### config.mk
export PLATFORM = sky130hd
export DESIGN_NAME = scaled_glyph_box_renderer_flat
export DESIGN_NICKNAME = d
export VERILOG_FILES = /design/src/rtl/sgbr_pkg.sv /design/src/rtl/sgbr_intf.sv /design/src/rtl/sgbr_fifo.sv /design/src/rtl/sgbr_front.sv /design/src/rtl/sgbr_back.sv /design/src/rtl/scaled_glyph_box_renderer.sv /design/src/flat_wrapper.sv
export SDC_FILE = /design/constraint.sdc
export NUM_CORES = 1
export LEC_CHECK = 0
export ABC_AREA = 1
export BUFFER_PORTS_ARGS = -buffer_cell sky130_fd_sc_hd__buf_2
export CAP_MARGIN = 15
export CORE_MARGIN = 3
export CORE_UTILIZATION = 30
export DETAILED_ROUTE_END_ITERATION = 6
export PLACE_DENSITY = 0.55
export SLEW_MARGIN = 20
export SYNTH_ARGS = -nofsm -noshare
export SYNTH_HDL_FRONTEND = slang
export SYNTH_HIERARCHICAL = 1
export SYNTH_SLANG_ARGS = --single-unit
### constraint.sdc
create_clock -name clk -period 4.6 [get_ports clk]
set_clock_uncertainty 0.1 [all_clocks]
set_input_delay 0.69 -clock clk [delete_from_list [all_inputs] [get_ports clk]]
set_output_delay 0.69 -clock clk [all_outputs]
set_load 0.05 [all_outputs]
### src/rtl/sgbr_pkg.sv
// package of the glyph box renderer: types, constants, font rom and lookup functions
package sgbr_pkg;

	// default geometry of the font cell and number of glyphs
	localparam int GLYPH_COLUMNS_DEF = 6;
	localparam int GLYPH_ROWS_DEF    = 8;
	localparam int GLYPH_COUNT_DEF   = 22;

	// fixed rom size and field widths
	localparam int ROM_GLYPHS  = 22;
	localparam int ROM_COLS    = 6;
	localparam int ROW_BITS    = 8;
	localparam int GLYPH_W     = 5;
	localparam int CODE_W      = 8;
	localparam int ORIGIN_W    = 8;
	localparam int SCALE_W     = 4;
	localparam int COORD_W     = 9;
	localparam int MAX_BOXES   = 19;
	localparam int BOX_CNT_W   = 5;
	localparam int MAX_COLS    = 16;
	localparam int COL_ARG_W   = 4;
	localparam int QUEUE_DEPTH = 2;

	// glyph indices of the non-digit characters
	localparam logic [GLYPH_W-1:0] GL_DOT     = 5'd10;
	localparam logic [GLYPH_W-1:0] GL_DEGREE  = 5'd11;
	localparam logic [GLYPH_W-1:0] GL_PERCENT = 5'd12;
	localparam logic [GLYPH_W-1:0] GL_MINUS   = 5'd13;
	localparam logic [GLYPH_W-1:0] GL_T       = 5'd14;
	localparam logic [GLYPH_W-1:0] GL_H       = 5'd15;
	localparam logic [GLYPH_W-1:0] GL_E       = 5'd16;
	localparam logic [GLYPH_W-1:0] GL_M       = 5'd17;
	localparam logic [GLYPH_W-1:0] GL_P       = 5'd18;
	localparam logic [GLYPH_W-1:0] GL_U       = 5'd19;
	localparam logic [GLYPH_W-1:0] GL_I       = 5'd20;
	localparam logic [GLYPH_W-1:0] GL_D       = 5'd21;

	// font rom, one byte per column, bit 0 is the top row
	localparam logic [ROW_BITS-1:0] GLYPH_ROM [ROM_GLYPHS][ROM_COLS] = '{
		'{8'h3E, 8'h51, 8'h49, 8'h45, 8'h3E, 8'h00},
		'{8'h00, 8'h42, 8'h7F, 8'h40, 8'h00, 8'h00},
		'{8'h42, 8'h61, 8'h51, 8'h49, 8'h46, 8'h00},
		'{8'h21, 8'h41, 8'h45, 8'h4B, 8'h31, 8'h00},
		'{8'h18, 8'h14, 8'h12, 8'h7F, 8'h10, 8'h00},
		'{8'h27, 8'h45, 8'h45, 8'h45, 8'h39, 8'h00},
		'{8'h3C, 8'h4A, 8'h49, 8'h49, 8'h30, 8'h00},
		'{8'h01, 8'h71, 8'h09, 8'h05, 8'h03, 8'h00},
		'{8'h36, 8'h49, 8'h49, 8'h49, 8'h36, 8'h00},
		'{8'h06, 8'h49, 8'h49, 8'h29, 8'h1E, 8'h00},
		'{8'h00, 8'h00, 8'h60, 8'h60, 8'h00, 8'h00},
		'{8'h06, 8'h09, 8'h09, 8'h06, 8'h00, 8'h00},
		'{8'h62, 8'h64, 8'h08, 8'h13, 8'h23, 8'h00},
		'{8'h08, 8'h08, 8'h08, 8'h08, 8'h08, 8'h00},
		'{8'h01, 8'h01, 8'h7F, 8'h01, 8'h01, 8'h00},
		'{8'h7F, 8'h08, 8'h08, 8'h08, 8'h7F, 8'h00},
		'{8'h7F, 8'h49, 8'h49, 8'h49, 8'h41, 8'h00},
		'{8'h7F, 8'h02, 8'h04, 8'h02, 8'h7F, 8'h00},
		'{8'h7F, 8'h09, 8'h09, 8'h09, 8'h06, 8'h00},
		'{8'h3F, 8'h40, 8'h40, 8'h40, 8'h3F, 8'h00},
		'{8'h00, 8'h41, 8'h7F, 8'h41, 8'h00, 8'h00},
		'{8'h7F, 8'h41, 8'h41, 8'h22, 8'h1C, 8'h00}
	};

	// result of the character lookup
	typedef struct packed {
		logic               known;
		logic [GLYPH_W-1:0] idx;
	} glyph_sel_t;

	// one classified character waiting for the back end
	typedef struct packed {
		logic [GLYPH_W-1:0]  glyph;
		logic [ORIGIN_W-1:0] origin_x;
		logic [ORIGIN_W-1:0] origin_y;
		logic [SCALE_W-1:0]  scale;
	} job_t;

	// back end scan states
	typedef enum logic {
		BK_IDLE,
		BK_SCAN
	} back_state_t;

	// map a character code onto its glyph index
	function automatic glyph_sel_t glyph_of(input logic [CODE_W-1:0] code);
		glyph_sel_t s;
		s.known = 1'b1;
		s.idx   = '0;
		case (code) inside
			["0":"9"]: s.idx = GLYPH_W'(code - 8'("0"));
			".":       s.idx = GL_DOT;
			"d":       s.idx = GL_DEGREE;
			"%":       s.idx = GL_PERCENT;
			"-":       s.idx = GL_MINUS;
			"T":       s.idx = GL_T;
			"H":       s.idx = GL_H;
			"E":       s.idx = GL_E;
			"M":       s.idx = GL_M;
			"P":       s.idx = GL_P;
			"U":       s.idx = GL_U;
			"I":       s.idx = GL_I;
			"D":       s.idx = GL_D;
			default:   s.known = 1'b0;
		endcase
		return s;
	endfunction

	// column byte of a glyph, rows beyond the cell height masked off
	function automatic logic [ROW_BITS-1:0] column_bits(
		input logic [GLYPH_W-1:0]   glyph,
		input logic [COL_ARG_W-1:0] col,
		input int                   rows
	);
		logic [ROW_BITS-1:0] m;
		m = ROW_BITS'((9'd1 << rows) - 9'd1);
		if (int'(glyph) >= ROM_GLYPHS || int'(col) >= ROM_COLS)
			return '0;
		return GLYPH_ROM[glyph][col[2:0]] & m;
	endfunction

	// true when no column after col holds a set pixel
	function automatic logic tail_empty(
		input logic [GLYPH_W-1:0]   glyph,
		input logic [COL_ARG_W-1:0] col,
		input int                   cols,
		input int                   rows
	);
		logic e;
		e = 1'b1;
		for (int c = 0; c < MAX_COLS; c++) begin
			if (c > int'(col) && c < cols &&
			    column_bits(glyph, COL_ARG_W'(c), rows) != '0)
				e = 1'b0;
		end
		return e;
	endfunction

endpackage

### src/rtl/sgbr_intf.sv
// channel interfaces of the glyph box renderer: character requests and boxes

// character request channel
interface sgbr_in_if;
	logic                          valid;
	logic                          ready;
	logic [sgbr_pkg::CODE_W-1:0]   char_code;
	logic [sgbr_pkg::ORIGIN_W-1:0] origin_x;
	logic [sgbr_pkg::ORIGIN_W-1:0] origin_y;
	logic [sgbr_pkg::SCALE_W-1:0]  scale;

	modport source (output valid, char_code, origin_x, origin_y, scale, input ready);
	modport sink (input valid, char_code, origin_x, origin_y, scale, output ready);
endinterface

// box result channel
interface sgbr_out_if;
	logic                         valid;
	logic                         ready;
	logic [sgbr_pkg::COORD_W-1:0] box_x;
	logic [sgbr_pkg::COORD_W-1:0] box_y;
	logic [sgbr_pkg::SCALE_W-1:0] box_side;
	logic                         last_box;

	modport source (output valid, box_x, box_y, box_side, last_box, input ready);
	modport sink (input valid, box_x, box_y, box_side, last_box, output ready);
endinterface

### src/rtl/sgbr_fifo.sv
// short job queue between the front end and the back end
module sgbr_fifo (
	input  logic            clk,
	input  logic            arst_n,
	input  logic            push_valid,
	output logic            push_ready,
	input  sgbr_pkg::job_t  push_data,
	output logic            pop_valid,
	input  logic            pop_ready,
	output sgbr_pkg::job_t  pop_data
);
	localparam int PtrW = (sgbr_pkg::QUEUE_DEPTH > 1) ? $clog2(sgbr_pkg::QUEUE_DEPTH) : 1;
	localparam int CntW = $clog2(sgbr_pkg::QUEUE_DEPTH + 1);

	sgbr_pkg::job_t    slot_q [sgbr_pkg::QUEUE_DEPTH];
	logic [PtrW-1:0]   wr_ptr_q;
	logic [PtrW-1:0]   rd_ptr_q;
	logic [CntW-1:0]   count_q;
	logic              do_push;
	logic              do_pop;

	// handshake decode
	assign push_ready = (count_q != CntW'(sgbr_pkg::QUEUE_DEPTH));
	assign pop_valid  = (count_q != '0);
	assign do_push    = push_valid && push_ready;
	assign do_pop     = pop_valid && pop_ready;
	assign pop_data   = slot_q[rd_ptr_q];

	// pointers and fill level
	always_ff @(posedge clk or negedge arst_n) begin
		if (!arst_n) begin
			wr_ptr_q <= '0;
			rd_ptr_q <= '0;
			count_q  <= '0;
		end else begin
			if (do_push) begin
				wr_ptr_q <= (wr_ptr_q == PtrW'(sgbr_pkg::QUEUE_DEPTH - 1)) ? '0 : wr_ptr_q + 1'b1;
			end
			if (do_pop) begin
				rd_ptr_q <= (rd_ptr_q == PtrW'(sgbr_pkg::QUEUE_DEPTH - 1)) ? '0 : rd_ptr_q + 1'b1;
			end
			if (do_push && !do_pop) begin
				count_q <= count_q + 1'b1;
			end else if (do_pop && !do_push) begin
				count_q <= count_q - 1'b1;
			end
		end
	end

	// entry storage
	always_ff @(posedge clk) begin
		if (do_push) begin
			slot_q[wr_ptr_q] <= push_data;
		end
	end
endmodule

### src/rtl/sgbr_front.sv
// front end: takes character requests, looks up the glyph and drops unknown codes and glyphs beyond GLYPH_COUNT
module sgbr_front #(
	parameter int GLYPH_COUNT = sgbr_pkg::GLYPH_COUNT_DEF
) (
	sgbr_in_if.sink         glyph_req,
	output logic            job_valid,
	input  logic            job_ready,
	output sgbr_pkg::job_t  job
);
	sgbr_pkg::glyph_sel_t sel;
	logic                 drawable;

	// classify the character code
	assign sel      = sgbr_pkg::glyph_of(glyph_req.char_code);
	assign drawable = sel.known && (int'(sel.idx) < GLYPH_COUNT);

	// a request is taken whenever the queue has room; unknown ones vanish here
	assign glyph_req.ready = job_ready;
	assign job_valid       = glyph_req.valid && drawable;

	// job record for the back end
	always_comb begin
		job.glyph    = sel.idx;
		job.origin_x = glyph_req.origin_x;
		job.origin_y = glyph_req.origin_y;
		job.scale    = glyph_req.scale;
	end
endmodule

### src/rtl/sgbr_back.sv
// back end: walks the glyph column by column and emits one box per set pixel
module sgbr_back #(
	parameter int GLYPH_COLUMNS = sgbr_pkg::GLYPH_COLUMNS_DEF,
	parameter int GLYPH_ROWS    = sgbr_pkg::GLYPH_ROWS_DEF
) (
	input  logic            clk,
	input  logic            arst_n,
	input  logic            job_valid,
	output logic            job_ready,
	input  sgbr_pkg::job_t  job,
	sgbr_out_if.source      box_rsp
);
	localparam int ColW = (GLYPH_COLUMNS > 1) ? $clog2(GLYPH_COLUMNS) : 1;
	localparam int RowW = $clog2(sgbr_pkg::ROW_BITS);

	sgbr_pkg::back_state_t              state_q;
	sgbr_pkg::back_state_t              state_nxt;
	logic [sgbr_pkg::GLYPH_W-1:0]       glyph_q;
	logic [ColW-1:0]                    col_q;
	logic [sgbr_pkg::ROW_BITS-1:0]      colbits_q;
	logic [sgbr_pkg::COORD_W-1:0]       x_q;
	logic [sgbr_pkg::ORIGIN_W-1:0]      oy_q;
	logic [sgbr_pkg::SCALE_W-1:0]       sc_q;
	logic [sgbr_pkg::BOX_CNT_W-1:0]     n_q;

	logic                               out_valid_q;
	logic [sgbr_pkg::COORD_W-1:0]       box_x_q;
	logic [sgbr_pkg::COORD_W-1:0]       box_y_q;
	logic [sgbr_pkg::SCALE_W-1:0]       box_side_q;
	logic                               last_box_q;

	logic                               load;
	logic                               scanning;
	logic                               col_empty;
	logic                               col_end;
	logic                               emit;
	logic                               is_last;
	logic [RowW-1:0]                    row;
	logic [sgbr_pkg::ROW_BITS-1:0]      rest;
	logic [RowW+sgbr_pkg::SCALE_W-1:0]  row_off;
	logic [ColW-1:0]                    col_nxt;

	// lowest set row of the current column
	always_comb begin
		row = '0;
		for (int i = sgbr_pkg::ROW_BITS - 1; i >= 0; i--) begin
			if (colbits_q[i])
				row = RowW'(i);
		end
	end

	// pixel and column bookkeeping
	assign rest      = colbits_q & (colbits_q - 1'b1);
	assign col_empty = (colbits_q == '0);
	assign col_end   = (col_q == ColW'(GLYPH_COLUMNS - 1));
	assign col_nxt   = col_q + 1'b1;
	assign row_off   = row * sc_q;
	assign is_last   = ((rest == '0) &&
	                    sgbr_pkg::tail_empty(glyph_q, sgbr_pkg::COL_ARG_W'(col_q),
	                                         GLYPH_COLUMNS, GLYPH_ROWS)) ||
	                   (n_q == sgbr_pkg::BOX_CNT_W'(sgbr_pkg::MAX_BOXES - 1));

	// control outputs per state
	always_comb begin
		job_ready = 1'b0;
		scanning  = 1'b0;
		case (state_q)
			sgbr_pkg::BK_IDLE: job_ready = 1'b1;
			sgbr_pkg::BK_SCAN: scanning  = 1'b1;
			default: ;
		endcase
	end

	assign load = job_valid && job_ready;
	assign emit = scanning && !col_empty && (!out_valid_q || box_rsp.ready);

	// next state
	always_comb begin
		state_nxt = state_q;
		case (state_q)
			sgbr_pkg::BK_IDLE: begin
				if (job_valid)
					state_nxt = sgbr_pkg::BK_SCAN;
			end
			sgbr_pkg::BK_SCAN: begin
				if (emit && is_last)
					state_nxt = sgbr_pkg::BK_IDLE;
				else if (col_empty && col_end)
					state_nxt = sgbr_pkg::BK_IDLE;
			end
			default: state_nxt = sgbr_pkg::BK_IDLE;
		endcase
	end

	// state and result valid
	always_ff @(posedge clk or negedge arst_n) begin
		if (!arst_n) begin
			state_q     <= sgbr_pkg::BK_IDLE;
			out_valid_q <= 1'b0;
		end else begin
			state_q <= state_nxt;
			if (emit)
				out_valid_q <= 1'b1;
			else if (box_rsp.ready)
				out_valid_q <= 1'b0;
		end
	end

	// scan registers
	always_ff @(posedge clk) begin
		if (load) begin
			glyph_q   <= job.glyph;
			col_q     <= '0;
			colbits_q <= sgbr_pkg::column_bits(job.glyph, '0, GLYPH_ROWS);
			x_q       <= sgbr_pkg::COORD_W'(job.origin_x);
			oy_q      <= job.origin_y;
			sc_q      <= job.scale;
			n_q       <= '0;
		end else if (emit) begin
			colbits_q <= rest;
			n_q       <= n_q + 1'b1;
		end else if (scanning && col_empty && !col_end) begin
			col_q     <= col_nxt;
			colbits_q <= sgbr_pkg::column_bits(glyph_q, sgbr_pkg::COL_ARG_W'(col_nxt),
			                                   GLYPH_ROWS);
			x_q       <= x_q + sgbr_pkg::COORD_W'(sc_q);
		end
	end

	// output register
	always_ff @(posedge clk) begin
		if (emit) begin
			box_x_q    <= x_q;
			box_y_q    <= sgbr_pkg::COORD_W'(oy_q) + sgbr_pkg::COORD_W'(row_off);
			box_side_q <= sc_q;
			last_box_q <= is_last;
		end
	end

	assign box_rsp.valid    = out_valid_q;
	assign box_rsp.box_x    = box_x_q;
	assign box_rsp.box_y    = box_y_q;
	assign box_rsp.box_side = box_side_q;
	assign box_rsp.last_box = last_box_q;
endmodule

### src/rtl/scaled_glyph_box_renderer.sv
// top level of the scaled glyph box renderer
//
// channel     dir  transaction
// glyph_req   in   char_code, origin_x, origin_y, scale
// box_rsp     out  box_x, box_y, box_side, last_box
//
// one box leaves per cycle while box_rsp does not stall; a character takes a load step, then
// a step per box and a step past each empty column, as set by the scan.
// unknown codes are taken and give no transaction on box_rsp.
// a two-entry job queue lets requests be taken while the scan or box_rsp stalls.
// arst_n clears the queue, the scan state and the box valid; no clearing pass.
module scaled_glyph_box_renderer #(
	parameter int GLYPH_COLUMNS = sgbr_pkg::GLYPH_COLUMNS_DEF,
	parameter int GLYPH_ROWS    = sgbr_pkg::GLYPH_ROWS_DEF,
	parameter int GLYPH_COUNT   = sgbr_pkg::GLYPH_COUNT_DEF
) (
	input  logic       clk,
	input  logic       arst_n,
	sgbr_in_if.sink    glyph_req,
	sgbr_out_if.source box_rsp
);
	logic           push_valid;
	logic           push_ready;
	sgbr_pkg::job_t push_data;
	logic           pop_valid;
	logic           pop_ready;
	sgbr_pkg::job_t pop_data;

	// classify incoming characters
	sgbr_front #(
		.GLYPH_COUNT (GLYPH_COUNT)
	) u_front (
		.glyph_req (glyph_req),
		.job_valid (push_valid),
		.job_ready (push_ready),
		.job       (push_data)
	);

	// decoupling queue
	sgbr_fifo u_fifo (
		.clk        (clk),
		.arst_n     (arst_n),
		.push_valid (push_valid),
		.push_ready (push_ready),
		.push_data  (push_data),
		.pop_valid  (pop_valid),
		.pop_ready  (pop_ready),
		.pop_data   (pop_data)
	);

	// glyph scan and box output
	sgbr_back #(
		.GLYPH_COLUMNS (GLYPH_COLUMNS),
		.GLYPH_ROWS    (GLYPH_ROWS)
	) u_back (
		.clk       (clk),
		.arst_n    (arst_n),
		.job_valid (pop_valid),
		.job_ready (pop_ready),
		.job       (pop_data),
		.box_rsp   (box_rsp)
	);
endmodule

### src/flat_wrapper.sv
// flat-port wrapper written by rule: the top's interface ports become plain ports
module scaled_glyph_box_renderer_flat 
#(
	parameter int GLYPH_COLUMNS = sgbr_pkg::GLYPH_COLUMNS_DEF,
	parameter int GLYPH_ROWS    = sgbr_pkg::GLYPH_ROWS_DEF,
	parameter int GLYPH_COUNT   = sgbr_pkg::GLYPH_COUNT_DEF
)
  (clk, arst_n, glyph_req_valid, glyph_req_char_code, glyph_req_origin_x, glyph_req_origin_y, glyph_req_scale, glyph_req_ready, box_rsp_valid, box_rsp_box_x, box_rsp_box_y, box_rsp_box_side, box_rsp_last_box, box_rsp_ready);
  sgbr_in_if glyph_req_i ();
  sgbr_out_if box_rsp_i ();
  input  logic clk;
  input  logic arst_n;
  input wire logic [$bits(glyph_req_i.valid)-1:0] glyph_req_valid;
  input wire logic [$bits(glyph_req_i.char_code)-1:0] glyph_req_char_code;
  input wire logic [$bits(glyph_req_i.origin_x)-1:0] glyph_req_origin_x;
  input wire logic [$bits(glyph_req_i.origin_y)-1:0] glyph_req_origin_y;
  input wire logic [$bits(glyph_req_i.scale)-1:0] glyph_req_scale;
  output wire logic [$bits(glyph_req_i.ready)-1:0] glyph_req_ready;
  output wire logic [$bits(box_rsp_i.valid)-1:0] box_rsp_valid;
  output wire logic [$bits(box_rsp_i.box_x)-1:0] box_rsp_box_x;
  output wire logic [$bits(box_rsp_i.box_y)-1:0] box_rsp_box_y;
  output wire logic [$bits(box_rsp_i.box_side)-1:0] box_rsp_box_side;
  output wire logic [$bits(box_rsp_i.last_box)-1:0] box_rsp_last_box;
  input wire logic [$bits(box_rsp_i.ready)-1:0] box_rsp_ready;
  assign glyph_req_i.valid = glyph_req_valid;
  assign glyph_req_i.char_code = glyph_req_char_code;
  assign glyph_req_i.origin_x = glyph_req_origin_x;
  assign glyph_req_i.origin_y = glyph_req_origin_y;
  assign glyph_req_i.scale = glyph_req_scale;
  assign glyph_req_ready = glyph_req_i.ready;
  assign box_rsp_valid = box_rsp_i.valid;
  assign box_rsp_box_x = box_rsp_i.box_x;
  assign box_rsp_box_y = box_rsp_i.box_y;
  assign box_rsp_box_side = box_rsp_i.box_side;
  assign box_rsp_last_box = box_rsp_i.last_box;
  assign box_rsp_i.ready = box_rsp_ready;
  scaled_glyph_box_renderer #(.GLYPH_COLUMNS(GLYPH_COLUMNS), .GLYPH_ROWS(GLYPH_ROWS), .GLYPH_COUNT(GLYPH_COUNT)) u_core (.clk(clk), .arst_n(arst_n), .glyph_req(glyph_req_i), .box_rsp(box_rsp_i));
endmodule
**Yosys cells after proc, flatten, opt, wreduce, memory -nomap -nowiden**

Memory sizes are Yosys's and may differ from the RTL's.
Index checks and enable logic that the tools add are counted.
Widths: inputs -> output; s select.

- Logic and storage cells: 191
- Memories kept: 3
- RAM bits: 50
- Bits of input ports: 32
- Register bits after elaboration: 71
- Bits in read-only memories: 3072

- Reduce and logical (&&, ||, !) cells: 41
- Bitwise logic cells: 6
- Muxes and demuxes: 83
- Order comparisons: 14
- Add/subtract/negate cells: 10
- Multipliers: 1
- Equality and inequality tests: 16

Memories:

| memory | words | bits a word | read ports | clocked after Yosys merged registers in | write ports | RTL line | text |
|---|---|---|---|---|---|---|---|
| (no name shown) | 32 | 48 | 1 | 0 | 0 | sgbr_pkg.sv:118 | `return GLYPH_ROM[glyph][col[2:0]] & m;` |
| (no name shown) | 32 | 48 | 1 | 0 | 0 | sgbr_pkg.sv:118 |  |
| u_core.u_fifo.slot_q | 2 | 25 | 1 | 0 | 1 | sgbr_fifo.sv:15 | `sgbr_pkg::job_t slot_q [sgbr_pkg::QUEUE_DEPTH];` |

Operators with widths:

| kind | number |
|---|---|
| $mux 48 | 4 |
| $mux 8 | 18 |
| $eq 8x7->1 const B | 9 |
| $mux 5 | 13 |
| $reduce_bool 8->1 | 5 |
| $mux 1 | 36 |
| $bmux 8 s3 | 1 |
| $eq 8x6->1 const B | 3 |
| $mux 3 | 8 |
| $logic_and 1x1->1 | 19 |
| $logic_not 8->1 | 2 |
| $ge 6x6->1 const B | 2 |
| $not 5->6 | 2 |
| $ge 5x5->1 const B | 2 |
| $add 8x7->9 | 1 |
| $add 9x4->9 | 1 |
| $and 8x8->8 | 1 |
| $ge 8x6->1 const B | 1 |
| $le 8x6->1 const B | 1 |
| $reduce_bool 2->1 | 4 |
| $sub 8x1->8 const B | 1 |
| $mul 3x4->7 | 1 |
| $gt 2x3->1 const A | 2 |
| $gt 3x3->1 const A | 2 |
| 22 further kinds | 32 |

**Longest topological paths before layout**

- Depth after elaboration: 22
- Mapped depth: 19

**Hierarchy**

Netlist, hierarchy kept.

By module, submodules not included:

| module | sequential area each (µm²) | times used | cells each | area an instance (µm²) |
|---|---|---|---|---|
| sgbr_back | 1911.8 | 1 | 633 | 4949.7 |
| sgbr_fifo | 1601.5 | 1 | 159 | 2084.5 |
| sgbr_front | 0.0 | 1 | 98 | 525.5 |

**Worst setup path after synthesis**

Ideal clock, no wire load.

- Kind: register to register
- Start point: register u_core/u_back/colbits_q[1] (netlist name)
- End point: register u_core.u_back.box_y_q, in the netlist u_core/u_back/box_rsp.box_y[7] (data pin)
- Setup time: 0.265 ns
- Buffers on the path: 0
- Clock period less this slack: 3.366 ns
- Slack: 1.234 ns
- Cell stages (with the launch flop): 14
- Data arrival time: 3.001 ns
- Required time: 4.235 ns
- Cells stage by stage: edfxtp_1 -> nor2_2 -> nand2_1 -> inv_1 -> nand2_1 -> inv_1 -> nand2_1 -> fa_1 -> fa_1 -> fa_1 -> o21ai_0 -> a21oi_1 -> o21ai_0 -> xor2_1

- Longest elaborated chain between the ends: 4

RTL lines:

| element | RTL line | text |
|---|---|---|
| start: declaration | sgbr_back.sv:20 | `logic [sgbr_pkg::ROW_BITS-1:0] colbits_q;` |
| start signal: assignment | sgbr_back.sv:114 | `colbits_q <= sgbr_pkg::column_bits(job.glyph, '0, GLYPH_ROWS);` |
| start signal: assignment | sgbr_back.sv:120 | `colbits_q <= rest;` |
| start signal: assignment | sgbr_back.sv:124 | `colbits_q <= sgbr_pkg::column_bits(glyph_q, sgbr_pkg::COL_ARG_W'(col_nxt),` |
| $mux 3 (2 in a row) | sgbr_back.sv:47 | `if (colbits_q[i])` |
| $mul 3x4->7 | sgbr_back.sv:57 | `assign row_off = row * sc_q;` |
| $add 8x7->9 | sgbr_back.sv:134 | `box_y_q <= sgbr_pkg::COORD_W'(oy_q) + sgbr_pkg::COORD_W'(row_off);` |
| end signal: assignment | sgbr_back.sv:134 |  |
| end: declaration | sgbr_back.sv:28 | `logic [sgbr_pkg::COORD_W-1:0] box_y_q;` |

Every way passes these cells.
A chain may end at the register's enable or synchronous reset.

**Worst setup path in the final report**

Ends and elaborated chain as after synthesis.

==> impl_metrics.py <==
metrics = {
    "cts": {
        "cts_resized": 0,
        "cts_buffers": 17,
        "clk_path_buf_depth": 2,
        "clk_latency_ns": 0.42,
        "cts_tree": "yes",
        "clk_pin_slew_ns": 0.06,
        "cts-root-buf": "clkbuf_16",
        "htree_levels": 4,
        "cts.sink_count": 121,
    },
    "die": {
        "coreArea_um2": 24530,
        "pin_count": 57,
        "die_x_um": 164.7,
        "die_y_um": 164.7,
        "fp.dieArea_um2": 27140,
        "initial_core_util_pct": 30.81,
        "num_rows": 57,
    },
    "timing": {
        "maxSlewViolCount": 0,
        "hold_viol": 0,
        "fin_crit_sh_pct": 79.77,
        "rsz0062_at_grt": "no",
        "fin_setup_tns_ns": 0,
        "fmax_ghz": 0.2725,
        "setup_viol": 0,
        "whs_ns": 0.3556,
        "period_minus_slack_ns": 3.669,
        "tightest_slew_ns": 0.8033,
        "slew_headroom_pct": 46.44,
    },
    "setup_path": {
        "crit_path_cell_trace": "nor2_2, nand2_1, inv_1, nand2_1, inv_1, nand2_1, fa_1, fa_1, fa_1, o21ai_0, a21oi_1, o21ai_0, xor2_1",
        "r2r_start": "u_core/u_back/colbits_q[1]$_DFFE_PP_",
        "crit_type": "flop to flop",
        "slowest_delay_ns": 0.57,
        "crit_buf_inv": 2,
        "cp_max_fo": 4,
        "cp-start-kind": "flop",
        "critPathArrivalTime_ns": 3.73,
        "cp-end-kind": "flop",
        "crit_required_ns": 4.66,
        "r2r_slack_ns": 0.93,
        "reg2regPathDepth": 13,
        "r2r_end": "u_core/u_back/box_rsp.box_y[7]$_DFFE_PP_",
        "crit_slowest_cell": "fa_1",
        "crit_family": "adder cells",
    },
    "grt": {
        "grt_usage_pct": 13.34,
        "overflow": 0,
        "antenna_found_initial": 0,
        "grt_pass1_wl_um": 28480,
        "grt_start_max_net_pins": 29,
        "grt_pass1_vias": 5658,
    },
    "placed_design": {
        "dpl.hpwl_um": 13150,
        "portBuffers": 56,
        "gp_congestion": 0.8909,
    },
    "yosys": {
        "synth_top_cell_by_area": "edfxtp_1",
        "synthesis.nets": 966,
        "synthTopCellsByArea": "edfxtp_1 42%, nand2_1 12%, ha_1 6.0%",
        "syn_inst": 890,
        "synth.most_common_cell": "nand2_1",
        "netlist_top_cells_count": "248 x nand2_1, 106 x edfxtp_1, 90 x inv_1",
        "postSynthAreaPerCell_um2": 8.494,
        "synth-seq-area-share_pct": 46.47,
        "yosysWarnings": 6,
        "synth.cell_area_um2": 7560,
        "synth-edff-count": 106,
        "dominantRegCellSynth": "edfxtp_1",
        "synthArstFlopShare_pct": 4.959,
        "synth_top_area_share_pct": 42.11,
        "synth_seq_cells": 121,
        "ys_types": 47,
    },
    "run_status": {
        "status": "complete, no violations",
    },
    "drt": {
        "routed_wl_um": 17500,
        "dr.pass1.iters": 5,
        "routedWlPerCell_um": 13.87,
        "drtIter0Drc": 488,
        "postRouteAntennaNets": 0,
        "vias": 5986,
        "drc": 0,
        "viasPerCell": 4.743,
    },
    "power": {
        "p_seq_share_pct": 32.4,
        "internal-power_mw": 3.096,
        "p_sw_mw": 2.378,
        "clkPwrFrac_pct": 23.9,
        "pwr-share-comb_pct": 43.7,
        "ir_drop_uv": 384.1,
        "leakagePower_nw": 3.748,
        "power.share.switching_pct": 43.44,
        "power_density_nw_per_um2": 640.0,
    },
    "min_path": {
        "worstHoldStart": "glyph_req_origin_y[6]",
        "hold_depth": 1,
        "hold-path-endpoint": "u_core/u_fifo/slot_q[0][10]$_DFFE_PP_",
        "hold_path_class": "input pin to flop",
    },
    "final_layout": {
        "nets": 1001,
        "multiInputGateArea_um2": 3317,
        "area_growth_syn_to_layout_pct": 13.12,
        "fillers": 2529,
        "layout-drive-gt1-share_pct": 15.46,
        "final-seq-area_um2": 3513,
        "diodes": 0,
    },
    "flow_run": {
        "drv_cap": 0,
    },
}
## cell families (layout without fill, tap and decap cells)
family,count (synthesis),count (layout),synth area share [%]
and+or+nand+nor,442,442,25.27
AOI/OAI and AO/OA,123,123,9.417
xor gates and xnor gates,9,9,1.043
adders and majority gates,44,44,8.077
DFF,121,121,46.47
buffers and inverters,151,199,9.715
## final cells by class
class                      count  area share, %
clock buffer                  17          4.974
clock inverter                15          1.902
multi-input combinational    618          38.79
timing repair buffer          61          3.745
tap                          324          4.740
sequential                   121          41.08
inverter                     106          4.770
## power groups by stage
stage | sequential (mW) | clock [mW] | combinational, mW
final | 1.77 | 1.31 | 2.39
after global routing | 1.81 | 1.38 | 2.71
after CTS | 1.78 | 1.34 | 2.40
after detailed placement | 1.80 | 0 | 2.39
after global placement | 1.80 | 0 | 2.39
after floorplan | 2.05 | 0 | 1.60
## worst reg2reg max path, delay by kind of cell, from the launching register on
family / cells / cell delay [ns]
AOI/OAI and AO/OA: 3 / 0.62
xor gates and xnor gates: 1 / 0.09
adders and majority gates: 3 / 1.52
buffers and inverters: 2 / 0.17
DFF: 1 / 0.43
and+or+nand+nor: 4 / 0.47
## stage by stage
stage	std cells	util [%]	cell area, um^2	power, mW	setup WS (ns)
2_1_floorplan	890	-	7560	3.653	1.234
3_3_place_gp	1229	32.42	7954	4.184	1.031
3_5_place_dp	1229	32.42	7954	4.186	0.9467
4_1_cts	1262	34.86	8552	5.512	0.9169
5_1_grt	1262	34.86	8552	5.905	0.7198
6_report	1262	34.86	8552	5.474	0.9306
## placed cells by master, fill, tap and decap left out, types with 5 or more instances in the layout
master / netlist / routed
nand2_1: 248 / 248
edfxtp_1: 106 / 106
inv_1: 90 / 90
nor2_1: 78 / 76
nand3_1: 62 / 62
buf_2: 6 / 56
a21oi_1: 38 / 38
o21ai_0: 37 / 37
ha_1: 36 / 36
nand2_2: 21 / 21
clkbuf_16: 0 / 17
inv_2: 12 / 12
o211ai_1: 12 / 12
o21ai_1: 12 / 12
nor2_2: 9 / 11
dfxtp_1: 9 / 9
nor3_1: 8 / 8
fa_1: 8 / 8
inv_6: 0 / 6
nand4_1: 6 / 6
dfrtp_1: 6 / 6
xor2_1: 5 / 5
## worst max path at each step
stage,startpoint,to,slack (ns),cells after the start
5_1_grt,u_core/u_back/colbits_q[1]$_DFFE_PP_,u_core/u_back/box_rsp.box_y[7]$_DFFE_PP_,0.72,13
4_1_cts,u_core/u_back/colbits_q[1]$_DFFE_PP_,u_core/u_back/box_rsp.box_y[7]$_DFFE_PP_,0.92,13
6_report,u_core/u_back/colbits_q[1]$_DFFE_PP_,u_core/u_back/box_rsp.box_y[7]$_DFFE_PP_,0.93,13
3_5_place_dp,u_core/u_back/colbits_q[1]$_DFFE_PP_,u_core/u_back/box_rsp.box_y[7]$_DFFE_PP_,0.95,13
2_1_floorplan,u_core/u_back/colbits_q[1]$_DFFE_PP_,u_core/u_back/box_rsp.box_y[7]$_DFFE_PP_,1.23,13
3_3_place_gp,u_core/u_back/colbits_q[1]$_DFFE_PP_,u_core/u_back/box_rsp.box_y[7]$_DFFE_PP_,1.03,13
## flip-flops by register name, summed over array words and instances (netlist names)
name and flops:
u_core/u_back/col_q 3, u_core/u_back/oy_q 8, u_core/u_back/colbits_q 8, u_core/u_fifo/count_q 2, u_core/u_back/n_q 5, u_core/u_back/state_q 1
u_core/u_back/x_q 9, u_core/u_fifo/wr_ptr_q 1, u_core/u_back/glyph_q 5, u_core/u_back/box_rsp.box_side 4, u_core/u_fifo/rd_ptr_q 1, u_core/u_back/box_rsp.valid 1
u_core/u_back/box_rsp.box_x 9, u_core/u_fifo/slot_q 50, u_core/u_back/box_rsp.box_y 9, u_core/u_back/box_rsp.last_box 1, u_core/u_back/sc_q 4
## layer usage
layer / share of wire [%] / routed length, um / global-route usage, % / up-vias
met5: 0 / 0 / 0 / -
met1: 49 / 8492 / 18.79 / 2785
met2: 44 / 7718 / 19.99 / 163
li1: - / - / - / 3011
met3: 5.4 / 941 / 3.135 / 27
met4: 2.0 / 346 / 4.880 / 0
## repair_timing
item	in CTS	in global routing
buffers inserted	0	0
hold buffers	1	0
endpoints found under the hold margin	2	0
Power figures use the tool's default switching activity.
